File: src/rtl/lge_pkg.sv
// Shared types and constants for the life generation engine.
`timescale 1ns / 1ps
`default_nettype none

package lge_pkg;

    localparam int CELL_W = 32;

    localparam logic [1:0] MODE_WRITE = 2'd0;
    localparam logic [1:0] MODE_READ  = 2'd1;
    localparam logic [1:0] MODE_GEN   = 2'd2;

    localparam logic [3:0] BIRTH_COUNT  = 4'd3;
    localparam logic [3:0] SURVIVE_LOW  = 4'd2;
    localparam logic [3:0] SURVIVE_HIGH = 4'd3;

    typedef enum logic [1:0] {
        ST_CLEAR,
        ST_IDLE,
        ST_GEN
    } eng_state_t;

endpackage

`default_nettype wire

File: src/rtl/lge_gen_seq.sv
// Generation sequencer: reads a 3x3 word window from the source grid, writes next-gen words.
`timescale 1ns / 1ps
`default_nettype none

module lge_gen_seq #(
    parameter int GRID_WIDTH  = 160,
    parameter int GRID_HEIGHT = 120
) (
    input  wire logic                                    clk,
    input  wire logic                                    rst_n,
    input  wire logic                                    start,
    output logic                                         done,
    output logic [$clog2(((GRID_WIDTH + 31) / 32) * GRID_HEIGHT)-1:0] raddr,
    input  wire logic [lge_pkg::CELL_W-1:0]              rdata,
    output logic                                         we,
    output logic [$clog2(((GRID_WIDTH + 31) / 32) * GRID_HEIGHT)-1:0] waddr,
    output logic [lge_pkg::CELL_W-1:0]                   wdata
);

    localparam int WPR        = (GRID_WIDTH + 31) / 32;
    localparam int GRID_WORDS = WPR * GRID_HEIGHT;
    localparam int ADDR_W     = $clog2(GRID_WORDS);
    localparam int ROW_W      = $clog2(GRID_HEIGHT);
    localparam int COL_W      = $clog2(WPR + 1);
    localparam int LAST_BITS  = GRID_WIDTH - 32 * (WPR - 1);
    localparam logic [31:0] LAST_MASK = 32'hFFFF_FFFF << (32 - LAST_BITS);

    localparam logic [1:0] PH_ABOVE = 2'd0;
    localparam logic [1:0] PH_SAME  = 2'd1;
    localparam logic [1:0] PH_BELOW = 2'd2;

    // issue side
    logic              active_reg, active_next;
    logic [ROW_W-1:0]  row_reg, row_next;
    logic [COL_W-1:0]  col_reg, col_next;
    logic [1:0]        ph_reg, ph_next;
    logic [ADDR_W-1:0] base_reg, base_next;

    // return side
    logic              rv_reg;
    logic [1:0]        rph_reg;
    logic              rzero_reg;
    logic              rsrc_last_reg;
    logic              rout_last_reg;
    logic              rfirst_reg;

    logic [31:0] in_top_reg, in_mid_reg;
    logic [31:0] top_prev_reg, top_cur_reg, top_nxt_reg;
    logic [31:0] mid_prev_reg, mid_cur_reg, mid_nxt_reg;
    logic [31:0] bot_prev_reg, bot_cur_reg, bot_nxt_reg;

    logic              wb_valid_reg;
    logic              wb_last_reg;
    logic [ADDR_W-1:0] wr_addr_reg;
    logic              done_reg;

    logic              zero_fill;
    logic              row_first, row_last, col_end;
    logic [ADDR_W-1:0] row_addr;
    logic [31:0]       rword;
    logic [31:0]       life_word;
    logic [33:0]       ext_t, ext_m, ext_b;
    logic [3:0]        ncount [32];

    assign row_first = (row_reg == '0);
    assign row_last  = (row_reg == ROW_W'(GRID_HEIGHT - 1));
    assign col_end   = (col_reg == COL_W'(WPR));
    assign zero_fill = col_end || (ph_reg == PH_ABOVE && row_first)
                       || (ph_reg == PH_BELOW && row_last);

    always_comb
    begin
        case (ph_reg)
            PH_ABOVE: row_addr = base_reg - ADDR_W'(WPR);
            PH_BELOW: row_addr = base_reg + ADDR_W'(WPR);
            default:  row_addr = base_reg;
        endcase
        raddr = zero_fill ? '0 : row_addr + ADDR_W'(col_reg);
    end

    always_comb
    begin
        active_next = active_reg;
        row_next    = row_reg;
        col_next    = col_reg;
        ph_next     = ph_reg;
        base_next   = base_reg;
        if (start)
        begin
            active_next = 1'b1;
            row_next    = '0;
            col_next    = '0;
            ph_next     = PH_ABOVE;
            base_next   = '0;
        end
        else if (active_reg)
        begin
            if (ph_reg != PH_BELOW)
            begin
                ph_next = ph_reg + 2'd1;
            end
            else
            begin
                ph_next = PH_ABOVE;
                if (!col_end)
                begin
                    col_next = col_reg + COL_W'(1);
                end
                else
                begin
                    col_next = '0;
                    if (row_last)
                    begin
                        active_next = 1'b0;
                    end
                    else
                    begin
                        row_next  = row_reg + ROW_W'(1);
                        base_next = base_reg + ADDR_W'(WPR);
                    end
                end
            end
        end
    end

    always_ff @(posedge clk or negedge rst_n)
    begin
        if (!rst_n)
        begin
            active_reg   <= 1'b0;
            row_reg      <= '0;
            col_reg      <= '0;
            ph_reg       <= PH_ABOVE;
            base_reg     <= '0;
            rv_reg       <= 1'b0;
            wb_valid_reg <= 1'b0;
            wr_addr_reg  <= '0;
            done_reg     <= 1'b0;
        end
        else
        begin
            active_reg   <= active_next;
            row_reg      <= row_next;
            col_reg      <= col_next;
            ph_reg       <= ph_next;
            base_reg     <= base_next;
            rv_reg       <= active_reg && !start;
            wb_valid_reg <= rv_reg && rph_reg == PH_BELOW && !rfirst_reg;
            done_reg     <= 1'b0;
            if (start)
            begin
                wr_addr_reg <= '0;
            end
            else if (wb_valid_reg)
            begin
                wr_addr_reg <= wr_addr_reg + ADDR_W'(1);
                done_reg    <= (wr_addr_reg == ADDR_W'(GRID_WORDS - 1));
            end
        end
    end

    assign rword = rzero_reg ? 32'h0 :
                   (rsrc_last_reg ? (rdata & LAST_MASK) : rdata);

    always_ff @(posedge clk)
    begin
        rph_reg       <= ph_reg;
        rzero_reg     <= zero_fill;
        rsrc_last_reg <= (col_reg == COL_W'(WPR - 1));
        rout_last_reg <= col_end;
        rfirst_reg    <= (col_reg == '0);
        if (start)
        begin
            top_nxt_reg <= '0;
            mid_nxt_reg <= '0;
            bot_nxt_reg <= '0;
            top_cur_reg <= '0;
            mid_cur_reg <= '0;
            bot_cur_reg <= '0;
        end
        else if (rv_reg)
        begin
            case (rph_reg)
                PH_ABOVE: in_top_reg <= rword;
                PH_SAME:  in_mid_reg <= rword;
                default:
                begin
                    top_prev_reg <= top_cur_reg;
                    top_cur_reg  <= top_nxt_reg;
                    top_nxt_reg  <= in_top_reg;
                    mid_prev_reg <= mid_cur_reg;
                    mid_cur_reg  <= mid_nxt_reg;
                    mid_nxt_reg  <= in_mid_reg;
                    bot_prev_reg <= bot_cur_reg;
                    bot_cur_reg  <= bot_nxt_reg;
                    bot_nxt_reg  <= rword;
                    wb_last_reg  <= rout_last_reg;
                end
            endcase
        end
    end

    // bit 31 is leftmost: left neighbour sits one bit up
    assign ext_t = {top_prev_reg[0], top_cur_reg, top_nxt_reg[31]};
    assign ext_m = {mid_prev_reg[0], mid_cur_reg, mid_nxt_reg[31]};
    assign ext_b = {bot_prev_reg[0], bot_cur_reg, bot_nxt_reg[31]};

    always_comb
    begin
        for (int i = 0; i < 32; i++)
        begin
            ncount[i] = 4'(ext_t[i]) + 4'(ext_t[i+1]) + 4'(ext_t[i+2])
                      + 4'(ext_m[i]) + 4'(ext_m[i+2])
                      + 4'(ext_b[i]) + 4'(ext_b[i+1]) + 4'(ext_b[i+2]);
            if (mid_cur_reg[i])
            begin
                life_word[i] = (ncount[i] >= lge_pkg::SURVIVE_LOW)
                            && (ncount[i] <= lge_pkg::SURVIVE_HIGH);
            end
            else
            begin
                life_word[i] = (ncount[i] == lge_pkg::BIRTH_COUNT);
            end
        end
    end

    assign we    = wb_valid_reg;
    assign waddr = wr_addr_reg;
    assign wdata = wb_last_reg ? (life_word & LAST_MASK) : life_word;
    assign done  = done_reg;

endmodule

`default_nettype wire

File: config.mk
export PLATFORM = sky130hd
export DESIGN_NAME = lge_gen_seq
export DESIGN_NICKNAME = d
export VERILOG_FILES = /design/src/rtl/lge_pkg.sv /design/src/rtl/lge_gen_seq.sv
export SDC_FILE = /design/constraint.sdc
export NUM_CORES = 1
export LEC_CHECK = 0
export BUFFER_PORTS_ARGS = -buffer_cell sky130_fd_sc_hd__clkbuf_2
export CAP_MARGIN = 10
export CORE_UTILIZATION = 30
export DETAILED_ROUTE_END_ITERATION = 16
export GPL_TIMING_DRIVEN = 0
export SLEW_MARGIN = 20
export SYNTH_ARGS = -nofsm -noshare
export SYNTH_HDL_FRONTEND = slang
export SYNTH_SLANG_ARGS = --single-unit
File: constraint.sdc
create_clock -name clk -period 12.2 [get_ports clk]
set_input_delay 0.61 -clock clk [delete_from_list [all_inputs] [get_ports clk]]
set_output_delay 0.61 -clock clk [all_outputs]
set_load 0.1 [all_outputs]
==> results.cfg <==
[layout]
multiInputGateArea_sq_um = 8650
area_growth_pct = 15.06
regArea_sq_um = 6837
final_nets = 2301
drive_above_1_share_pct = 8.167
nFillCells = 5732
antenna_cells = 0
final_util_pct = 35.22

[synth]
synth_top_family_by_area = adder cells
synth_ff_type = dfxtp_1
synthDistinctLibCells = 61
synth_top_area_cell = dfxtp_1
synth-compound-area-share_pct = 9.424
synth_nets = 2174
synthSimpleGateAreaFrac_pct = 16.63
netlist_instances = 1906
synth_commonest_cells = nand2_1, inv_1, a21oi_1, dfxtp_1, fa_1
yosysWarningCount = 0
synth_xor_area_share_pct = 1.649
avgSynthCellArea_sq_um = 8.916
synth_mux_area_share_pct = 0.2135
synth.area.top_cells = dfxtp_1, fa_1, edfxtp_1
async_reset_ff_share_pct = 12.04
yosys_register_bits = 299
syn_area_sq_um = 16990
ys_seq_area_share_pct = 40.23
yosysMostFrequentCell = nand2_1
yosysTopAreaCellShare_pct = 23.09
synth_fa_ha_area_share_pct = 22.85
synth_edf_count = 67

[cts]
ctsResizeCount = 0
cts_max_path_buffers = 3
cts_tree = yes
post_cts_buffers = 0
htreeDepth = 1
cts_root_buffer = clkbuf_16
cts_hold_buf = 0
path_clk_slew_ns = 0.07
clk_latency_ns = 0.58
cts_buffers = 30
clock-sinks = 299

[sta]
tns_ns = 0
setup_viol = 0
rsz0062_at_grt = no
hold_viol = 0
finalCritPeriodShare_pct = 41.67
fin_worst_skew_ns = 0.02087
maxSlewHeadroom_pct = 37.44
timing.fmax_mhz = 196.7
fin_ws_ns = 7.116
final-max-slew-violation-count = 0
worst_pin_slew_ns = 0.9384
post-route-min-period_ns = 5.084

[placement]
pre_cts_ws_ns = 7.613
hpwl_microns = 32180
place.port_buffers = 87
gp_congestion = 0.8146

[pwr]
powerDensity_nw_per_um2 = 113.7
vdd_drop_max_mv = 0.1069
power_frac_comb_pct = 7.7
power_frac_seq_pct = 47.1
p_clk_share_pct = 45.2
p_sw_w = 0.0005383
swShare_pct = 24.22
internal_power_w = 0.001684
p_leak_nw = 7.746

[worst_setup_path]
crit_fanout = 4
cp-end-kind = primary output
cp_slowest_cell = fa_1
critPathKind = flip-flop to primary output
crit_required_ns = 11.59
slowest_delay_ns = 0.56
path_cells = inv_1 > fa_1 > fa_1 > fa_1 > inv_1 > ha_1 > inv_1 > fa_1 > a2111oi_0 > a21oi_1 > nor3_1 > clkbuf_2
cp_common_cell = fa_1
cp-start-kind = flip-flop
cp.arrival_ns = 4.47

[global_routing]
grt-ovfl-total = 0
grt_max_degree = 37
grt_pass1_wl_microns = 65940
antenna_found_initial = 4
grt_pass1_vias = 12900
grt_use_total_pct = 14.29

[flow_run]
drv_cap = 0

[floorplanning]
die_w_microns = 240.0
io-pin-count = 89
start_util_pct = 30.61
die_h_microns = 240.0
dieArea_sq_um = 57600
coreArea_sq_um = 55520
rows = 86

[routing]
drc = 0
via_count = 12720
wl_per_cell_microns = 14.45
wl_microns = 40530
drtAntennaViolNets = 0
dr.pass1.iters = 8
first_iter_violations = 530
vias_per_cell = 4.534

[worst_hold_path]
hp-class = primary input to async pin

[outcome]
status = finished clean
[metrics by stage]
stage | power, W | std cells | instance area, sq um | hold WS, ns
global route | 0.002296 | 2805 | 19550 | 0.2438
CTS | 0.002240 | 2805 | 19550 | 0.1882
finish | 0.002223 | 2805 | 19550 | 0.1703
global placement | 0.001236 | 2741 | 18370 | 0.3846
detailed placement | 0.001240 | 2749 | 18450 | 0.3775
floorplan | 0.001183 | 1906 | 16990 | 0.3144
[cell type report]
type	count	share of cell area, %
inverter	321	6.162
clock buffer	43	4.665
multi-input combinational	1204	44.23
sequential	299	34.96
clock inverter	13	0.9918
buffer	82	1.657
tap	748	4.786
timing repair buffer	95	2.540
[placed cells by master (no fill, tap or decap), types with 39 or more instances in the layout]
| cell type | n |
|---|---|
| fa_1 | 129 |
| nor2_1 | 86 |
| nor2b_1 | 49 |
| clkbuf_2 | 87 |
| ha_1 | 104 |
| a21oi_1 | 227 |
| dfxtp_1 | 196 |
| nor3_1 | 39 |
| edfxtp_1 | 67 |
| clkbuf_1 | 72 |
| nand2_1 | 419 |
| inv_1 | 321 |
[kinds of logic after synthesis]
| logic type | Yosys count |
|---|---|
| flip-flops | 299 |
| multiplexers | 3 |
| buffers and inverters | 403 |
| adder cells (fa/ha/maj) | 233 |
| AND/OR/NAND/NOR | 650 |
| AO/OA/AOI/OAI | 286 |
| XOR/XNOR | 32 |
[path summary, 6_finish.rpt]
kind,from,endpoint,slack (ns),cells past startpoint
setup / recovery,top_cur_reg[25],wdata[26],7.12,12
hold / removal,rst_n,base_reg[9],0.17,1
setup reg to reg,ph_reg[0],base_reg[8],9.80,7
hold reg to reg,rfirst_reg,we,0.39,1
max in group asynchronous,rst_n,col_reg[0],11.44,1
min in group clk,rfirst_reg,we,0.39,1
[power groups by stage]
| stage | Combinational [W] | Sequential, W | Clock [W] |
|---|---|---|---|
| 5_1_grt | 0.000186 | 0.00105 | 0.00106 |
| 6_report | 0.000170 | 0.00105 | 0.00101 |
| 3_3_place_gp | 0.000166 | 0.00107 | 0 |
| 2_1_floorplan | 0.000117 | 0.00107 | 0 |
| 3_5_place_dp | 0.000171 | 0.00107 | 0 |
| 4_1_cts | 0.000172 | 0.00105 | 0.00102 |
[per-layer routing]
metal / global-route usage [%] / share of wire [%] / vias up
met5: 0 / 0.10 / -
met1: 18.42 / 45 / 6175
met4: 2.567 / 1.5 / 8
met3: 2.767 / 5.2 / 47
li1: - / - / 6277
met2: 24.88 / 48 / 210
[worst max-delay path, delay by kind of cell (launching register included)]
family | cells | cell delay, ns
flops | 1 | 0.42
fa+ha+maj | 5 | 2.01
simple gates | 1 | 0.21
compound gates | 2 | 0.53
buf+inv | 4 | 0.73
Power figures use the tool's default switching activity.
